$ cat src/design/tkm_pkg.sv
// Shared codes, widths and parameter defaults for the timestamp k-way merge unit.
package tkm_pkg;

    localparam int SOURCES_DEF     = 7;
    localparam int QUEUE_DEPTH_DEF = 1024;
    localparam int STAMP_BITS_DEF  = 48;

    localparam int OP_W     = 2;
    localparam int STATUS_W = 2;
    localparam int CFG_W    = 7;

    typedef logic [OP_W-1:0]     t_op;
    typedef logic [STATUS_W-1:0] t_status;

    localparam t_op OP_PUSH  = 2'd0;
    localparam t_op OP_POP   = 2'd1;
    localparam t_op OP_CLEAR = 2'd2;

    localparam t_status ST_OK      = 2'd0;
    localparam t_status ST_EMPTY   = 2'd1;
    localparam t_status ST_DROPPED = 2'd2;

endpackage

$ cat src/design/tkm_min_tree.sv
// Tournament tree picking the earliest valid head; ties go to the lower source.
module tkm_min_tree #(
    parameter int SOURCES    = tkm_pkg::SOURCES_DEF,
    parameter int STAMP_BITS = tkm_pkg::STAMP_BITS_DEF,
    parameter int SIDX_W     = $clog2(SOURCES)
) (
    input  logic [SOURCES-1:0]    i_valid,
    input  logic [STAMP_BITS-1:0] i_stamp [SOURCES],
    output logic                  o_found,
    output logic [SIDX_W-1:0]     o_src,
    output logic [STAMP_BITS-1:0] o_stamp
);

    localparam int LEAVES = 1 << SIDX_W;

    logic                  w_nv [2*LEAVES];
    logic [STAMP_BITS-1:0] w_nt [2*LEAVES];
    logic [SIDX_W-1:0]     w_ns [2*LEAVES];

    always_comb begin
        for (int i = 0; i < 2*LEAVES; i++) begin
            w_nv[i] = 1'b0;
            w_nt[i] = '0;
            w_ns[i] = '0;
        end
        for (int i = 0; i < SOURCES; i++) begin
            w_nv[LEAVES+i] = i_valid[i];
            w_nt[LEAVES+i] = i_stamp[i];
            w_ns[LEAVES+i] = SIDX_W'(i);
        end
        // left child holds the lower indices, so it wins on equal stamps
        for (int n = LEAVES-1; n >= 1; n--) begin
            if (w_nv[2*n] && (!w_nv[2*n+1] || (w_nt[2*n] <= w_nt[2*n+1]))) begin
                w_nv[n] = w_nv[2*n];
                w_nt[n] = w_nt[2*n];
                w_ns[n] = w_ns[2*n];
            end else begin
                w_nv[n] = w_nv[2*n+1];
                w_nt[n] = w_nt[2*n+1];
                w_ns[n] = w_ns[2*n+1];
            end
        end
    end

    assign o_found = w_nv[1];
    assign o_src   = w_ns[1];
    assign o_stamp = w_nt[1];

endmodule
$ cat config.mk
export PLATFORM = sky130hd
export DESIGN_NAME = tkm_min_tree
export DESIGN_NICKNAME = d
export VERILOG_FILES = /design/src/design/tkm_pkg.sv /design/src/design/tkm_min_tree.sv
export SDC_FILE = /design/constraint.sdc
export NUM_CORES = 1
export LEC_CHECK = 0
export BUFFER_PORTS_ARGS = -buffer_cell sky130_fd_sc_hd__buf_2
export CAP_MARGIN = 20
export CELL_PAD_IN_SITES_DETAIL_PLACEMENT = 0
export CELL_PAD_IN_SITES_GLOBAL_PLACEMENT = 1
export CORE_MARGIN = 5
export CORE_UTILIZATION = 25
export DETAILED_ROUTE_END_ITERATION = 6
export GPL_ROUTABILITY_DRIVEN = 0
export PLACE_DENSITY_LB_ADDON = 0.3
export SETUP_SLACK_MARGIN = 0.2
export SKIP_LAST_GASP = 1
export SYNTH_ARGS = -nofsm -noshare
export SYNTH_HDL_FRONTEND = slang
export SYNTH_SLANG_ARGS = --single-unit
export TNS_END_PERCENT = 10
$ cat constraint.sdc
create_clock -name vclk -period 15.2
set_clock_uncertainty 0.05 [all_clocks]
set_input_delay 1.52 -clock vclk [all_inputs]
set_output_delay 1.52 -clock vclk [all_outputs]
set_load 0.03 [all_outputs]
==> results by group, run 1 <==
Run status
  – Run status: finished, final reports clean

Layout
  – Combined area of the multi-input logic cells: around 12000 um^2
  – Final core utilization: 0.303
  – Net count, final: about 2700
  – Layout area overhead: 19.8%
  – Number of clock buffers in the layout: 0
  – Sequential cell count: 0
  – Total area of sequential cells: 0 um^2
  – Final design instance area without fill: 15600 um^2
  – Filler instances: 5716
  – Fraction of layout instances using a drive strength above 1: 0.241

Global routing
  – Via count of the first global-routing pass: ~15000
  – Sum of overflow across all layers after global routing: 0
  – Maximum number of pins on one net before global-route repair: 100
  – Global-route total usage across every layer: 0.209
  – Global-route wire length before repair: 93800 um
  – Initial antenna violation count: 15

Critical path
  – Slowest cell on crit path: sky130_fd_sc_hd__o41ai_4
  – Critical path data required time: 13.63 ns
  – Crit path arrival time: 10.92 ns
  – Critical Path Max Stage Delay: slightly below 0.8 ns
  – Startpoint type of the worst setup path: input pin
  – Kind of end point of the critical path: output pin
  – Crit-path max FO: 24
  – Critical path class: in2out
  – CP top delay family: compound AO/OA/AOI/OAI gates
  – Bufs and invs on worst path: 7

Power
  – Total power after layout: ~1.1 mW
  – Pwr Density: 73.1 nW/um^2
  – VDD IR max: ~0.054 mV
  – Leakage: 7.89 nW

STA
  – Highest clock rate: around 80 MHz
  – Final hold slack: 3.54 ns
  – Clock period minus final worst setup slack: 12.49 ns
  – Max-slew violations: 0
  – Final number of hold-violating endpoints: 0
  – Transition time at the pin with the least slew margin: 0.988 ns
  – Final-report setup violation count: 0
  – Max-slew headroom at the worst pin: 0.331
  – Total Neg Setup Slack: 0 ns
  – RSZ-0062 raised after global routing: false
  – Part of the cycle the worst path needs: 0.822

Drt
  – DR pass1 iterations: 5
  – Final wirelength: 63800 um
  – Number of design-rule violations left by the first detailed-router iteration: 990
  – Vias per cell: 5.62
  – Routed wire per std cell: 23.3 um
  – Count of antenna-violating nets left after detailed routing: 0
  – DR vias: ~15000
  – Post-route DRC: 0

Synth
  – Post-synthesis cell count: between 1500 and 2000
  – Synth area leader: sky130_fd_sc_hd__ha_1
  – Most numerous cell in the Yosys netlist: sky130_fd_sc_hd__ha_1
  – Syn nets: 2385
  – Yosys warning count: 0
  – Proportion of netlist area held by the largest area contributor: 0.277
  – Post-synth top cells: sky130_fd_sc_hd__ha_1 (288), sky130_fd_sc_hd__inv_1 (203), sky130_fd_sc_hd__nand2_1 (145)
  – Post-synthesis instance area: 13000 um^2
  – Part of the Yosys area used for sequential elements: 0
  – Top cells by area in the synthesized netlist: sky130_fd_sc_hd__ha_1 (28%), sky130_fd_sc_hd__mux2i_1 (11%), sky130_fd_sc_hd__inv_1 (5.8%)
  – Count of unique library cells instantiated by Yosys: 74
  – Average instance area after synthesis: approximately 7.4 um^2

Floorplanning
  – Floorplan die height: 238 um
  – Standard-cell rows: 83
  – Overall die width: 238 um
  – I/O pin count: between 300 and 400
  – Floorplan die area: 56800 um^2
  – Core box area: 51500 um^2
  – Starting density of the core: 0.253

Hold path
  – Hold WC Path Type: in2out

Run
  – Number of max-cap violations: 0

Place
  – Port-buffer cells: 395
  – Placed wire-length estimate: ~55000 um
  – Area post-placement: 15600 um^2

Clocking
  – Hold-fix buffers at CTS: 0
  – Resize count post-CTS: 0
  – Number of buffers inserted to repair setup after CTS: 0
-- layer usage --
metal | track usage | part of all wire | up-vias
met5 | 0 | 0.0023 | -
met4 | 0.0322 | 0.018 | 20
met3 | 0.0331 | 0.067 | 58
met2 | 0.349 | 0.46 | 504
met1 | 0.291 | 0.45 | 7375
li1 | - | - | 7452
-- per-stage QoR --
step,cells,worst slack (ns)
after detailed placement,2736,2.51
after global routing,2738,2.03
final,2742,2.71
after floorplan,1754,5.22
after CTS,2736,2.48
after global placement,2735,2.68
-- layout by cell type, fill, tap and decap left out, drive strengths merged, types with 44 or more instances in the layout --
master   count
nand4       61
and2        50
a221oi      68
and3        49
ha         288
o221ai      88
mux2i      143
nor2        83
o2111ai     48
a21oi      101
inv        203
o311ai      50
o22ai       44
nand2      145
buf        424
-- cells by family (layout without fill, tap and decap cells) --
kind of cell	after synthesis	in the layout	share of synthesized area
buffers and inverters	325	627	0.103
AND/OR/NAND/NOR	468	468	0.183
multiplexers	144	144	0.112
other	0	6	0
AO/OA/AOI/OAI	529	529	0.325
adder cells (fa/ha/maj)	288	288	0.277
-- report_power, final --
| group | internal [mW] | switching (mW) | total (mW) |
|---|---|---|---|
| clock network | 0.0000000529 | 0 | 0.0000000529 |
| registers | 0 | 0 | 0 |
| logic | 0.398 | 0.742 | 1.14 |
| total | 0.398 | 0.742 | 1.14 |
-- cell type report --
type | instances | share of cell area
antenna | 6 | 0.000962
multi-input combinational | 1429 | 0.753
timing repair buffer | 424 | 0.143
inverter | 203 | 0.0488
tap | 680 | 0.0545
-- worst paths after layout --
path / from / to / depth (start not counted)
hold / removal: i_valid[3] / o_found / 4
setup / recovery: i_stamp[287] / o_stamp[20] / 30
No activity file was read; power rests on OpenSTA's default activity.
==> inputs of run 2 (changes only) <==
==> constraint.sdc (replaced) <==
create_clock -name vclk -period 10.39
set_clock_uncertainty 0.05 [all_clocks]
set_input_delay 1.039 -clock vclk [all_inputs]
set_output_delay 1.039 -clock vclk [all_outputs]
set_load 0.03 [all_outputs]
==> results by group, run 2 (synthesis results as in run 1) <==
Critical path
  – Critical Path Max Stage Delay: 0.63 ns (-0.16 ns)
  – Crit-path max FO: 16 (-33%)
  – CP top delay family: compound AO/OA/AOI/OAI gates
  – Library cell appearing most often on the critical path: sky130_fd_sc_hd__ha_1
  – Startpoint type of the worst setup path: input pin
  – Critical path class: in2out
  – Kind of end point of the critical path: output pin
  – Crit path arrival time: 8.74 ns (-2.18 ns)
  – Bufs and invs on worst path: 8 (+1)
  – Slowest cell on crit path: sky130_fd_sc_hd__or4_4
  – Critical path data required time: 9.30 ns (-4.33 ns)

Place
  – Setup Slack @ Placement: -0.0181 ns (-2.53 ns)
  – Placed wire-length estimate: 55800 um (+2.0%)
  – Port-buffer cells: 395 (unchanged)
  – Area post-placement: 16000 um^2 (+2.8%)

STA
  – Part of the cycle the worst path needs: 0.946
  – Max-slew violations: 0 (unchanged)
  – RSZ-0062 raised after global routing: false
  – Final-report setup violation count: 0 (unchanged)
  – Final number of hold-violating endpoints: 0 (unchanged)
  – Highest clock rate: slightly above 100 MHz
  – Transition time at the pin with the least slew margin: 1.04 ns (+0.0543 ns)
  – Max-slew headroom at the worst pin: 0.299 (-0.0322)
  – Clock period minus final worst setup slack: 9.83 ns
  – Total Neg Setup Slack: 0 ns (unchanged)
  – Worst path setup slack after routing: 0.557 ns (-2.15 ns)

Layout
  – Total area of sequential cells: 0 um^2 (unchanged)
  – Fraction of layout instances using a drive strength above 1: 0.286 (+0.0445)
  – Final design instance area without fill: 16700 um^2 (+6.7%)
  – Net count, final: 2754 (+2.4%)
  – Layout area overhead: 27.8%
  – Combined area of the multi-input logic cells: 12100 um^2 (+3.3%)
  – Number of clock buffers in the layout: 0 (unchanged)
  – Sequential cell count: 0 (unchanged)
  – Filler instances: 5643 (-1.3%)
  – Most common cell after layout, fill and taps aside: sky130_fd_sc_hd__buf_2
  – Final core utilization: 0.323 (+0.0203)
  – Most frequent cells in the layout: sky130_fd_sc_hd__buf_2 (394), sky130_fd_sc_hd__ha_1 (288), sky130_fd_sc_hd__inv_1 (203), sky130_fd_sc_hd__nand2_1 (143), sky130_fd_sc_hd__mux2i_1 (102)

Drt
  – Routed wire per std cell: 23.3 um (about the same)
  – DR pass1 iterations: 5 (unchanged)
  – Vias per cell: 5.60 (-0.34%)
  – Final wirelength: 65400 um (+2.5%)
  – Number of design-rule violations left by the first detailed-router iteration: 994 (+0.40%)
  – Detailed-routed wire length on met2: 29900 um (+2.3%)
  – Post-route DRC: 0 (unchanged)
  – Highest Signal Layer: met5
  – DR vias: 15700 (+2.0%)
  – Sum of met3 wire segment lengths after detailed routing: 3970 um (-7.2%)
  – Routed metal-1 wire length: 30100 um (+3.7%)
  – Count of antenna-violating nets left after detailed routing: 0 (unchanged)

Global routing
  – Global-route total usage across every layer: 0.209 (about the same)
  – Sum of overflow across all layers after global routing: 0 (unchanged)
  – Global-route wire length before repair: 93800 um (about the same)
  – Via count of the first global-routing pass: 15400 (+1.5%)
  – Initial antenna violation count: 15 (unchanged)
  – Maximum number of pins on one net before global-route repair: 69 (-31%)

Floorplanning
  – Core box area: 51500 um^2 (unchanged)
  – Floorplan die area: 56800 um^2 (unchanged)
  – Floorplan die height: 238 um (unchanged)
  – Overall die width: 238 um (unchanged)
  – I/O pin count: 395 (unchanged)
  – Standard-cell rows: 83 (unchanged)
  – Starting density of the core: 0.253 (unchanged)

Power
  – Switching Share: 0.625 (-0.0259)
  – Combinational group share of total power: 1.000 (about the same)
  – VDD IR max: 0.0844 mV (+57%)
  – Switching power of the nets: 1.13 mW (+52%)
  – Internal power: 676 uW (+70%)
  – Clock network fraction of total power: 0 (unchanged)
  – Register share of total power: 0 (unchanged)
  – Leakage: 8.23 nW (+4.4%)
  – Pwr Density: 108 nW/um^2 (+48%)

Run status
  – Run status: finished, final reports clean

Hold path
  – Hold WC Path Type: in2out

Run
  – Number of max-cap violations: 0 (unchanged)
## run 2: final cells by class
cell class / count / share of cell area
inverters: 203 / 0.0457
repair buffers: 488 / 0.173
multi-input cells: 1430 / 0.729
well taps: 680 / 0.0511
diodes: 6 / 0.000901
## run 2: path summary, 6_finish.rpt
check	endpoint	from	cells past startpoint
hold / removal	o_stamp[11]	i_stamp[299]	4
setup / recovery	o_stamp[42]	i_stamp[283]	33
## run 2: per-stage QoR
| stage | hold slack, ns | power [mW] | std cells |
|---|---|---|---|
| 3_3_place_gp | 2.56 | 1.71 | 2781 |
| 3_5_place_dp | 2.56 | 1.73 | 2781 |
| 5_1_grt | 2.58 | 1.95 | 2804 |
| 6_report | 2.55 | 1.80 | 2807 |
| 4_1_cts | 2.56 | 1.75 | 2784 |
| 2_1_floorplan | 2.28 | 1.14 | 1754 |
## run 2: power groups by stage
stage	Clock, mW	Sequential, mW	Combinational (mW)
2_1_floorplan	0	0	1.14
3_3_place_gp	0	0	1.71
3_5_place_dp	0	0	1.73
4_1_cts	0	0	1.75
5_1_grt	0.0000000386	0	1.95
6_report	0.0000000774	0	1.80
## run 2: metal layers
metal / track usage / vias to the layer above
li1: - / 7585
met4: 0.0285 / 20
met1: 0.293 / 7546
met5: 0 / -
met3: 0.0283 / 68
met2: 0.351 / 501
## run 2: what timing repair did
action / 4_1_cts / 5_1_grt
endpoints found under the hold margin: 0 / 0
setup endpoints to repair: 49 / 50
cloned: 0 / 4
hold buffers: 0 / 0
setup buffers: 3 / 13
pin swaps: 1 / 4
gates resized for setup: 23 / 54
==> inputs of run 3 (changes only) <==
--- a/config.mk
+++ b/config.mk
@@ -19,4 +19,3 @@
 export SYNTH_ARGS = -nofsm -noshare
 export SYNTH_HDL_FRONTEND = slang
 export SYNTH_SLANG_ARGS = --single-unit
-export TNS_END_PERCENT = 10
==> constraint.sdc (replaced) <==
create_clock -name vclk -period 12.4
set_clock_uncertainty 0.05 [all_clocks]
set_input_delay 1.24 -clock vclk [all_inputs]
set_output_delay 1.24 -clock vclk [all_outputs]
set_load 0.03 [all_outputs]
==> results by group, run 3 (synthesis results as in run 1) <==
Layout
  – Number of clock buffers in the layout: 0 (unchanged)
  – Total area of sequential cells: 0 um^2 (unchanged)
  – Final design instance area without fill: 15700 um^2 (-5.5%)
  – Net count, final: 2697 (-2.1%)
  – Most common cell after layout, fill and taps aside: sky130_fd_sc_hd__buf_2
  – Sequential cell count: 0 (unchanged)
  – Fraction of layout instances using a drive strength above 1: 0.245 (-0.0406)
  – Layout area overhead: 20.7%
  – Most frequent cells in the layout: sky130_fd_sc_hd__buf_2 (395), sky130_fd_sc_hd__ha_1 (288), sky130_fd_sc_hd__inv_1 (203), sky130_fd_sc_hd__nand2_1 (143), sky130_fd_sc_hd__mux2i_1 (137)

Floorplanning
  – Floorplan die area: 56800 um^2 (unchanged)
  – Standard-cell rows: 83 (unchanged)
  – Starting density of the core: 0.253 (unchanged)
  – I/O pin count: 395 (unchanged)
  – Floorplan die height: 238 um (unchanged)
  – Core box area: 51500 um^2 (unchanged)
  – Overall die width: 238 um (unchanged)

Power
  – Pwr Density: 89.9 nW/um^2 (-17%)
  – Register share of total power: 0 (unchanged)
  – Leakage: 7.95 nW (-3.4%)
  – Internal power: 493 uW (-27%)
  – Switching power of the nets: 921 uW (-18%)
  – Combinational group share of total power: 1.000 (about the same)
  – Clock network fraction of total power: 0 (unchanged)
  – Switching Share: 0.652 (+0.0265)
  – VDD IR max: 0.0712 mV (-16%)

STA
  – Final hold slack: 2.98 ns (+0.430 ns)
  – Final number of hold-violating endpoints: 0 (unchanged)
  – Max-slew headroom at the worst pin: 0.242 (-0.0563)
  – Total Neg Setup Slack: 0 ns (unchanged)
  – Clock period minus final worst setup slack: roughly 12 ns
  – RSZ-0062 raised after global routing: false
  – Max-slew violations: 0 (unchanged)
  – Final-report setup violation count: 0 (unchanged)
  – Highest clock rate: 85.3 MHz
  – Transition time at the pin with the least slew margin: 1.13 ns (+0.0923 ns)
  – Part of the cycle the worst path needs: 0.945

Hold path
  – End point of the most critical hold path: o_stamp[34]
  – Depth of the worst hold-timing path: 4 (unchanged)
  – Worst Min Path Start: i_stamp[274]
  – Hold WC Path Type: in2out

Global routing
  – Sum of overflow across all layers after global routing: 0 (unchanged)
  – Global-route wire length before repair: 92300 um (-1.6%)
  – Initial antenna violation count: 15 (unchanged)
  – Via count of the first global-routing pass: 15000 (-2.2%)
  – Maximum number of pins on one net before global-route repair: 100 (+45%)
  – Global-route total usage across every layer: 0.206 (-0.00311)

Drt
  – DR vias: 15300 (-2.9%)
  – Count of antenna-violating nets left after detailed routing: 0 (unchanged)
  – DR pass1 iterations: 5 (unchanged)
  – Post-route DRC: 0 (unchanged)
  – Routed wire per std cell: 23.1 um (-0.94%)
  – Number of design-rule violations left by the first detailed-router iteration: 922 (-7.2%)
  – Vias per cell: 5.55 (-0.83%)
  – Final wirelength: 63400 um (-3.0%)

Critical path
  – Startpoint type of the worst setup path: input pin
  – Slowest cell on crit path: sky130_fd_sc_hd__o41ai_4
  – Crit path arrival time: 10.43 ns (+1.69 ns)
  – Kind of end point of the critical path: output pin
  – Critical Path Max Stage Delay: 0.69 ns (+0.06 ns)
  – Crit-path max FO: 43 (+27)
  – Critical path data required time: 11.11 ns (+1.81 ns)
  – Critical path class: in2out

Run
  – Number of max-cap violations: 0 (unchanged)

Place
  – Port-buffer cells: 395 (unchanged)
  – Placed wire-length estimate: 54700 um (-2.0%)
  – Area post-placement: 15700 um^2 (-2.2%)

Run status
  – Run status: finished, final reports clean

Clocking
  – Hold-fix buffers at CTS: 0 (unchanged)
  – Number of buffers inserted to repair setup after CTS: 0 (-3)
-- run 3: how the worst max path moves through the flow --
stage,start,endpoint,cells past startpoint
finish,i_stamp[287],o_stamp[1],31
global route,i_stamp[281],o_stamp[1],32
CTS,i_stamp[287],o_stamp[20],32
detailed placement,i_stamp[287],o_stamp[20],32
global placement,i_stamp[283],o_stamp[20],31
floorplan,i_stamp[282],o_stamp[18],32
-- run 3: through the flow --
step                      utilization  total power [mW]  worst slack (ns)  cells
after floorplan                     -             0.952              2.98   1754
after global placement          0.304              1.39             0.125   2743
after detailed placement        0.304              1.41            0.0515   2743
after CTS                       0.304              1.41             0.251   2743
after global routing            0.305              1.53             0.220   2745
final                           0.305              1.41             0.678   2748
-- run 3: power groups by stage --
stage                     registers (mW)  logic, mW  clock network [mW]
after global placement                 0       1.39                   0
final                                  0       1.41        0.0000000433
after global routing                   0       1.53        0.0000000108
after CTS                              0       1.41                   0
after detailed placement               0       1.41                   0
after floorplan                        0      0.952                   0
-- run 3: metal layers --
layer	vias up	track usage	wire length (um)
li1	7477	-	-
met1	7256	0.289	30000
met2	441	0.343	28500
met3	68	0.0307	3680
met4	20	0.0287	1150
met5	-	0	113
-- run 3: area by class of cell --
cell class         instances  area (um^2)
fillers                 5701        35800
multi-input cells       1429        11800
repair buffers           432         2340
well taps                680          851
inverters                203          762
diodes                     4         10.0
-- run 3: timing repair --
action	in CTS	in global routing
hold endpoints to repair	0	0
setup endpoints to repair	42	49
resized for setup	1	2
pin swaps	0	1
-- run 3: worst max-delay path: cells and delay by family --
| kind | cells | cell delay, ns |
|---|---|---|
| fa+ha+maj | 3 | 0.91 |
| buf+inv | 7 | 1.76 |
| mux | 2 | 0.94 |
| compound gates | 11 | 3.40 |
| simple gates | 8 | 2.09 |
